$ cat src/rtl/sbtf_pkg.sv
`default_nettype none

package sbtf_pkg;

    localparam int OUT_BITS        = 40;
    localparam int BAND_REG_BITS   = 4;
    localparam int CFG_DATA_BITS   = 64;
    localparam int CFG_IDX_BITS    = 2;

    localparam int DEF_MAX_BAND    = 8;
    localparam int DEF_SAMPLE_BITS = 16;
    localparam int DEF_COEF_BITS   = 16;

    localparam logic [BAND_REG_BITS-1:0] BAND_RESET = BAND_REG_BITS'(1);

    localparam logic [CFG_IDX_BITS-1:0] CFG_BAND    = CFG_IDX_BITS'(0);
    localparam logic [CFG_IDX_BITS-1:0] CFG_COEF_LO = CFG_IDX_BITS'(1);
    localparam logic [CFG_IDX_BITS-1:0] CFG_COEF_HI = CFG_IDX_BITS'(2);

    typedef struct packed {
        logic shift;
        logic load;
    } t_cell_ctrl;

endpackage

`default_nettype wire

$ cat src/rtl/sbtf_cell.sv
`default_nettype none

module sbtf_cell #(
    parameter int MAX_BAND    = sbtf_pkg::DEF_MAX_BAND,
    parameter int SAMPLE_BITS = sbtf_pkg::DEF_SAMPLE_BITS,
    parameter int COEF_BITS   = sbtf_pkg::DEF_COEF_BITS,
    parameter int TAP         = 0
) (
    input  wire                                   i_clk,
    input  wire                                   i_rst_n,
    input  wire sbtf_pkg::t_cell_ctrl             i_ctrl,
    input  wire logic signed [SAMPLE_BITS-1:0]    i_sample,
    input  wire logic [$clog2(2*MAX_BAND)-1:0]    i_lbm1,
    input  wire logic [$clog2(2*MAX_BAND)-1:0]    i_need,
    input  wire logic [MAX_BAND*COEF_BITS-1:0]    i_coefs,
    output logic signed [SAMPLE_BITS-1:0]         o_sample,
    output logic signed [SAMPLE_BITS+COEF_BITS-1:0] o_product
);

    localparam int D_W   = $clog2(2*MAX_BAND);
    localparam int IDX_W = (MAX_BAND > 1) ? $clog2(MAX_BAND) : 1;
    localparam logic [D_W-1:0] POS = D_W'(TAP);

    logic signed [SAMPLE_BITS-1:0]           r_sample;
    logic signed [SAMPLE_BITS+COEF_BITS-1:0] r_product;
    logic [D_W-1:0]                          tap_off;
    logic [IDX_W-1:0]                        idx;
    logic signed [COEF_BITS-1:0]             tap_coef;

    // distance from the diagonal, zero tap outside the band
    always_comb begin
        tap_off = (POS >= i_lbm1) ? (POS - i_lbm1) : (i_lbm1 - POS);
        idx     = tap_off[IDX_W-1:0];
        if (POS >= i_need) begin
            tap_coef = '0;
        end else begin
            tap_coef = signed'(i_coefs[idx*COEF_BITS +: COEF_BITS]);
        end
    end

    always_ff @(posedge i_clk) begin
        if (!i_rst_n) begin
            r_sample <= '0;
        end else if (i_ctrl.shift) begin
            r_sample <= i_sample;
        end
        if (i_ctrl.load) begin
            r_product <= r_sample * tap_coef;
        end
    end

    assign o_sample  = r_sample;
    assign o_product = r_product;

endmodule

`default_nettype wire

$ cat config.mk
export PLATFORM = sky130hd
export DESIGN_NAME = sbtf_cell
export DESIGN_NICKNAME = d
export VERILOG_FILES = /design/src/rtl/sbtf_pkg.sv /design/src/rtl/sbtf_cell.sv
export SDC_FILE = /design/constraint.sdc
export NUM_CORES = 1
export LEC_CHECK = 0
export CORE_ASPECT_RATIO = 1.1
export CORE_UTILIZATION = 55
export DETAILED_ROUTE_END_ITERATION = 8
export DONT_BUFFER_PORTS = 1
export GPL_TIMING_DRIVEN = 0
export PLACE_DENSITY_LB_ADDON = 0.05
export SYNTH_ARGS = -nofsm -noshare
export SYNTH_HDL_FRONTEND = slang
export SYNTH_SLANG_ARGS = --single-unit
$ cat constraint.sdc
create_clock -name i_clk -period 12.35 [get_ports i_clk]
set_input_delay 1.8525 -clock i_clk [delete_from_list [all_inputs] [get_ports i_clk]]
set_output_delay 1.8525 -clock i_clk [all_outputs]
set_load 0.1 [all_outputs]
**Yosys cells after proc, flatten, opt, wreduce, memory -nomap -nowiden**

Index checks and enable logic that the tools add are counted.

- Equal/unequal tests: 0
- Divide/modulo/power cells: 0
- Shifts and indexed selects: 1
- Muxes and demuxes: 2
- $mul: 1
- Magnitude comparators: 2
- Add/subtract/negate cells: 1
- Bitwise gates (word level): 0
- Reduce and logical (&&, ||, !) cells: 0

Operators by type and width:

| cell | count |
|---|---|
| $shiftx 128x8->16 | 1 |
| $mul 16x16->32 | 1 |
| $mux 16 | 1 |
| $ge 1x4->1 const A | 2 |
| $mux 3 | 1 |
| $sub 1x3->3 const A | 1 |

- Memory bits (writable): 0
- Input port bits: 156
- Output and inout bits: 48
- Logic and storage cells: 9
- Memory bits (read-only): 0
- Memories: 0
- Flip-flop bits (word level): 48
- Latch bits: 0

**Depth between registers and ports, before layout**

Gate-level depths: netlist of the first run.

- Depth after elaboration: 5
- Gate-level depth with buffers: 34
- Depth with buffers taken out: 29

**Worst setup path after synthesis of the first run**

No wires, ideal clock.

- Path kind: in2reg
- Start: input i_lbm1[0]
- End: register r_product[31] (netlist: o_product[31]), data pin
- Path buffers: 4
- Path slack: 2.899 ns
- Stages: 29
- Arrival: 9.196 ns
- Required time: 12.094 ns
- Path through: buf_4 > clkinv_1 > buf_4 > ha_1 > nor3b_4 > nor2_1 > a21oi_4 > mux4_1 > mux2i_1 > nor2_2 > buf_2 > and2_1 > fa_1 > fa_1 > fa_1 > fa_1 > fa_1 > inv_1 > fa_1 > inv_1 > ha_1 > clkbuf_1 > nand4_1 > inv_1 > a221oi_1 > a2bb2oi_1 > a31oi_1 > mux2i_1 > and4_1

- Word-level cells in the longest chain between the ends: 5
- Elaborated cells between the ends (all ways): 6
- Those cells by class: 1 x add/sub; 1 x mul; 1 x order compare; 1 x shift; 2 x mux

Ends and longest elaborated chain:

| element | line | source |
|---|---|---|
| from (decl) | sbtf_cell.sv:13 | `input wire logic [$clog2(2*MAX_BAND)-1:0] i_lbm1,` |
| $ge 1x4->1 / $sub 1x3->3 (equally long branches) | sbtf_cell.sv:32 | `tap_off = (POS >= i_lbm1) ? (POS - i_lbm1) : (i_lbm1 - POS);` |
| $mux 3 (*) | sbtf_cell.sv:32 |  |
| $shiftx 128x8->16 (*) | sbtf_cell.sv:37 | `tap_coef = signed'(i_coefs[idx*COEF_BITS +: COEF_BITS]);` |
| $mux 16 (*) | sbtf_cell.sv:34 | `if (POS >= i_need) begin` |
| $mul 16x16->32 (*) | sbtf_cell.sv:48 | `r_product <= r_sample * tap_coef;` |
| to (signal assigned) | sbtf_cell.sv:48 |  |
| to (decl) | sbtf_cell.sv:25 | `logic signed [SAMPLE_BITS+COEF_BITS-1:0] r_product;` |

Every way passes the cells marked *; elsewhere a longest branch is shown, timed or not.
A chain may end at the register's enable or synchronous reset.

**Final worst setup path of the first run**

Ends and elaborated chain as after synthesis.

==> flow_summary.ini, run 1 <==
[global_route]
grt_max_degree = 33
grt_pass1_vias = 9625
antenna_found_initial = 12
grtUsageTotal = 0.299
grt-ovfl-total = 0
grt_pass1_wl_um = 52600

[critical_path]
worst_setup_path_start_kind = primary input
startpoint = i_lbm1[0]
reg2reg_setup_slack_ns = 4.43
worstPathMaxFanout = 10
critPathCaptureType = flop
criticalPathCategory = primary input to flop
reg2reg_depth = 19
regToRegStartpoint = o_sample[10]
worstPathArrival_ns = 10.38
worstSetupEndpoint = o_product[31]
crit_required_ns = 12.42
reg2reg_to = o_product[24]

[floorplan]
io-pin-count = 204
coreArea_mm2 = 0.0229
initial_core_util = 0.559
die_h_um = 162
design.die.area_mm2 = 0.0238
rows = 58
die_w_um = 147

[sta]
fin_setup_tns_ns = 0
fin_ws_ns = 2.04
final.min_clock_period_ns = 10.31
slew_headroom = 0.0595
max_freq_mhz = 97.0
setup-violations-final = 0
grt_setup_unrepaired = false
tightest_slew_ns = 1.41
skew_ns = 0.00368
drv_slew = 0
fin_crit_sh = 0.835
hold_viol = 0

[final_layout]
drive_above_1_share = 0.0643
nets = 1790
multi_input_area_mm2 = 0.0101
areaGrowthSynthToFinish_pct = 4.61
final_util = 0.585
fill_cells = 2100
ff_latch_area_mm2 = 0.00128
instances_no_fill = 1602

[hold_path]
whs_path_depth = 2
holdCritPathClass = flop to flop

[yosys]
syn-num-nets = 1783
avgSynthCellArea_um2 = 9.97
ys_ff_latch = 48
postSynthCellCount = 1282
yosys.area.top_type = fa_1
synth.top_cell.area_share = 0.410
yosysUniqueCellTypes = 59
ys_seq_area_frac = 0.100
synthTopCellsByArea = fa_1 41%, inv_1 9.0%, ha_1 8.1%
dominantRegCellSynth = edfxtp_1
synth_edf_count = 32
yosysWarnings = 0
netlist_area_mm2 = 0.0128
async_flop_share = 0

[cts]
cts.clk_slew.worst_paths_ns = 0.08
cts_tree = built
worst_skew_pair.late_latency_ns = 0.31
cts.path.max_buffers = 2
cts_buffers = 5
post_cts_buffers = 0
hold_buffers = 0
ctsResizeCount = 0
cts-htree-levels = 2
clock-sinks = 48
root_buffer = clkbuf_16

[power]
power.density_mw_per_mm2 = 244
irDropWorstVdd_uv = 313
p_total_mw = 3.26
p_leak_nw = 6.49

[routing]
dr_total_vias = 8875
wl_um = 32900
wl_per_cell_um = 20.6
drcViolationCount = 0
vias_per_cell = 5.54
drtIter0Drc = 489
antenna_left = 0
dr.pass1.iters = 5

[placed_design]
gp_congestion = 1.08
place_inst = 1582
dp_hpwl_um = 28000
pre_cts_slack_ns = 1.74
portBuffers = 0

[job]
drv_cap = 0

[outcome]
status = finished clean
==> critical path, stage by stage <==
cell       delay, ns
buf_4           0.18
clkinv_1        0.30
buf_4           0.32
ha_1            0.21
nor3b_4         0.16
a21oi_4         0.23
mux4_1          0.59
mux2i_1         0.18
nor2_2          0.11
buf_2           0.27
and2_1          0.23
fa_1            0.67
fa_1            0.85
fa_1            0.51
fa_1            0.52
fa_1            0.49
inv_1           0.04
fa_1            0.47
inv_1           0.04
ha_1            0.26
clkbuf_1        0.20
nand4_1         0.25
inv_1           0.07
a221oi_1        0.48
a2bb2oi_1       0.34
a31oi_1         0.22
mux2i_1         0.17
and4_1          0.15
==> metrics by stage <==
step | hold WS, ns | area [µm²]
global route | 1.20 | 13400
finish | 1.15 | 13400
detailed placement | 1.14 | 13200
global placement | 1.12 | 13200
floorplan | 1.03 | 12800
CTS | 1.15 | 13300
==> per-layer routing <==
layer  part of all wire  up-vias  track usage
li1                   -     3935            -
met1               0.36     4485        0.354
met2               0.50      378        0.514
met3              0.069       77       0.0483
met4              0.066        0        0.179
met5                  0        -            0
==> state kept, by name, indices dropped and copies added, names as in the netlist <==
register / cells
o_product: 32
o_sample: 16
==> cell families after synthesis <==
family	share of synthesized area
flops	0.100
fa+ha+maj	0.492
mux	0.0853
simple gates	0.146
xor+xnor	0.0240
compound gates	0.0392
buf+inv	0.113
==> placed cells by master, fill, tap and decap left out, types with 3 or more instances in the layout <==
master / netlist / final
o21ai_0: 14 / 14
nor2_1: 25 / 25
mux4_1: 10 / 10
o21a_1: 5 / 5
xnor2_1: 23 / 23
nand2_1: 136 / 136
dfxtp_1: 16 / 16
a211oi_1: 3 / 3
buf_2: 8 / 8
a31oi_1: 3 / 3
ha_1: 83 / 83
mux4_2: 22 / 22
mux2i_1: 32 / 32
o211ai_1: 3 / 3
fa_1: 262 / 262
nor2_2: 14 / 14
nor3_1: 9 / 9
a21o_1: 7 / 7
buf_6: 8 / 8
diode_2: 0 / 12
a21oi_1: 23 / 23
xor2_1: 12 / 12
nand3_1: 7 / 7
nand2b_1: 7 / 7
clkbuf_16: 0 / 7
clkbuf_1: 21 / 21
and2_2: 3 / 3
edfxtp_1: 32 / 32
nor2b_1: 18 / 18
buf_4: 5 / 5
and2_1: 126 / 126
inv_1: 305 / 305
==> synth_stat cells, types with 3 or more instances <==
master and number:
inv_1 305, fa_1 262, nand2_1 136, and2_1 126, ha_1 83, edfxtp_1 32
mux2i_1 32, nor2_1 25, a21oi_1 23, xnor2_1 23, mux4_2 22, clkbuf_1 21
nor2b_1 18, dfxtp_1 16, nor2_2 14, o21ai_0 14, xor2_1 12, mux4_1 10
nor3_1 9, buf_2 8, buf_6 8, a21o_1 7, nand2b_1 7, nand3_1 7
buf_4 5, o21a_1 5, a211oi_1 3, a31oi_1 3, and2_2 3, o211ai_1 3
==> where the power goes <==
group	leakage, nW	internal [mW]	total [mW]	switching (mW)
clock	0.0909	0.101	0.175	0.0737
sequential	0.448	0.328	0.712	0.384
combinational	5.95	1.00	2.37	1.37
==> worst min path at each step <==
stage | start | end | slack (ns)
final | o_sample[5] | o_sample[5] | 1.15
after global routing | o_sample[4] | o_sample[4] | 1.20
after CTS | o_sample[5] | o_sample[5] | 1.15
after detailed placement | o_sample[5] | o_sample[5] | 1.14
after global placement | o_sample[5] | o_sample[5] | 1.12
after floorplan | o_sample[0] | o_sample[0] | 1.03
==> area by class of cell <==
cell class / count / share of cell area
multi-input cells: 881 / 0.752
flip-flops and latches: 48 / 0.0959
inverters: 307 / 0.0862
clock inverters: 1 / 0.000655
plain buffers: 46 / 0.0218
diodes: 12 / 0.00225
well taps: 300 / 0.0281
clock buffers: 7 / 0.0131
(Power assumes the default switching activity.)
==> run 2: changes to the inputs <==
==> constraint.sdc (replaced) <==
create_clock -name i_clk -period 8.5 [get_ports i_clk]
set_input_delay 1.275 -clock i_clk [delete_from_list [all_inputs] [get_ports i_clk]]
set_output_delay 1.275 -clock i_clk [all_outputs]
set_load 0.1 [all_outputs]
==> run 2 against run 1 <==
  * Die area is the same
  * Combinational power increased by 84%
  * Flip-flop and latch count unchanged
  * Total power grew 73%
  * Sequential power rose by 45%
  * Critical endpoint unchanged
  * Worst setup slack worse by 1.9 ns
  * Clock-buffer cell count is the same
  * Routed wire length increased by 3.5%
  * Core utilization is 5.0 points higher
  * Non-clock buffer count rose by 63
  * Critical path depth grew 1
  * Largest power group unchanged
  * Highest routed layer unchanged
==> flow_summary.ini, run 2 (same netlist as run 1, synthesis figures left out) <==
[routing]
dr.pass1.iters = 5
wl_um = 34100
wl_per_cell_um = 20.5
drcViolationCount = 0
vias_per_cell = 5.56
dr_total_vias = 9242
drtIter0Drc = 483
antenna_left = 0

[sta]
fin_setup_tns_ns = 0
final.min_clock_period_ns = 8.37
max_freq_mhz = 119
setup-violations-final = 0
skew_ns = 0.0128
fin_ws_ns = 0.125
drv_slew = 0
tightest_slew_ns = 1.44
fin_crit_sh = 0.985
hold_viol = 0
hold_ws_ns = 1.07
grt_setup_unrepaired = true
slew_headroom = 0.0411

[hold_path]
whs_path_depth = 0
holdCritPathClass = primary input to flop
min_to = o_product[17]
hp-start = i_ctrl[0]

[critical_path]
crit_slowest_cell = fa_1
worstPathMaxFanout = 10
crit_required_ns = 8.58
cpPeakStageDelay_ns = 0.59
worstPathArrival_ns = 8.45
startpoint = i_lbm1[0]
critPathCaptureType = flop
critPathMostFrequentCell = fa_1
reg2reg_depth = 19
reg2reg_setup_slack_ns = 1.32
worst_setup_path_start_kind = primary input
reg2reg_to = o_product[24]
critPathTopFamily = adder cells
critical_path_buf_inv_count = 8
regToRegStartpoint = o_sample[10]
criticalPathCategory = primary input to flop

[placed_design]
portBuffers = 0
gp_congestion = 0.985
dp_hpwl_um = 27600
placed_cell_area_mm2 = 0.0132
pre_cts_slack_ns = -1.38
place_inst = 1582

[final_layout]
drive_above_1_share = 0.166
instances_no_fill = 1662
multi_input_area_mm2 = 0.0106
fill_cells = 1979
largest_register_ffs = 32
fin_area_mm2 = 0.0145
final_cell_mix = 300 x inv_1, 251 x fa_1, 134 x nand2_1
areaGrowthSynthToFinish_pct = 13.6
ff_latch_area_mm2 = 0.00128
final_common_cell = inv_1
nets = 1853

[cts]
cts_tree = built
root_buffer = clkbuf_16
hold_buffers = 0
cts-htree-levels = 2
cts.clk_slew.worst_paths_ns = 0.08
cts_buffers = 5
cts.path.max_buffers = 2
worst_skew_pair.late_latency_ns = 0.32
clock-sinks = 48

[floorplan]
io-pin-count = 204
rows = 58
initial_core_util = 0.559
die_h_um = 162
die_w_um = 147
coreArea_mm2 = 0.0229
design.die.area_mm2 = 0.0238

[power]
irDropWorstVdd_uv = 460
p_leak_nw = 6.88
power.density_mw_per_mm2 = 389

[global_route]
grt-ovfl-total = 0
antenna_found_initial = 9
grtUsageTotal = 0.301
grt_max_degree = 33
grt_pass1_vias = 9927
grt_pass1_wl_um = 53100

[outcome]
status = finished clean

[job]
drv_cap = 0
[run 2: worst max-delay path by stage]
| stage | endpoint | slack, ns | depth (start not counted) |
|---|---|---|---|
| finish | o_product[31] | 0.13 | 29 |
| global route | o_product[31] | -0.13 | 29 |
| CTS | o_product[30] | 0.0002 | 29 |
| detailed placement | o_product[24] | -1.38 | 31 |
| global placement | o_product[24] | -1.32 | 31 |
| floorplan | o_product[31] | 0.04 | 29 |
[run 2: routing by layer]
| metal | GRT usage | vias to the layer above | share of wire |
|---|---|---|---|
| met5 | 0 | - | 0 |
| met4 | 0.188 | 0 | 0.071 |
| met3 | 0.0444 | 85 | 0.061 |
| met2 | 0.524 | 381 | 0.50 |
| met1 | 0.350 | 4720 | 0.36 |
| li1 | - | 4056 | - |
[run 2: area by class of cell]
class | count | share of cell area
multi-input combinational | 881 | 0.728
sequential | 48 | 0.0883
inverter | 307 | 0.0802
timing repair buffer | 65 | 0.0382
tap | 300 | 0.0259
buffer | 44 | 0.0253
clock buffer | 7 | 0.0121
antenna | 9 | 0.00155
clock inverter | 1 | 0.000603
[run 2: report_power, final]
group	internal (mW)	total, mW	switching (mW)	leakage [nW]
Combinational	1.99	4.35	2.36	6.34
Sequential	0.477	1.03	0.558	0.448
Clock	0.147	0.260	0.113	0.0908
[run 2: repair_timing]
action | in CTS | in global routing
setup endpoints to repair | 19 | 15
pin swaps | 12 | 59
cloned | 3 | 0
setup buffers | 18 | 44
resized for setup | 66 | 69
[run 2: worst register-to-register path: stages, from the launching register on]
cell	delay, ns
dfxtp_1	1.29
clkbuf_1	0.58
nand2_1	0.17
fa_1	0.53
fa_2	0.44
fa_1	0.54
inv_1	0.05
fa_1	0.45
fa_1	0.54
inv_2	0.05
fa_1	0.53
inv_2	0.05
ha_4	0.30
and4_1	0.23
o211ai_1	0.18
a2bb2oi_2	0.22
o21ai_2	0.23
o21ai_2	0.13
a311oi_2	0.33
xor2_1	0.11
[run 2: through the flow]
stage | power (mW) | util
final | 5.64 | 0.635
after global routing | 6.19 | 0.635
after CTS | 5.09 | 0.607
after detailed placement | 4.57 | 0.577
after global placement | 4.50 | 0.577
after floorplan | 3.77 | -
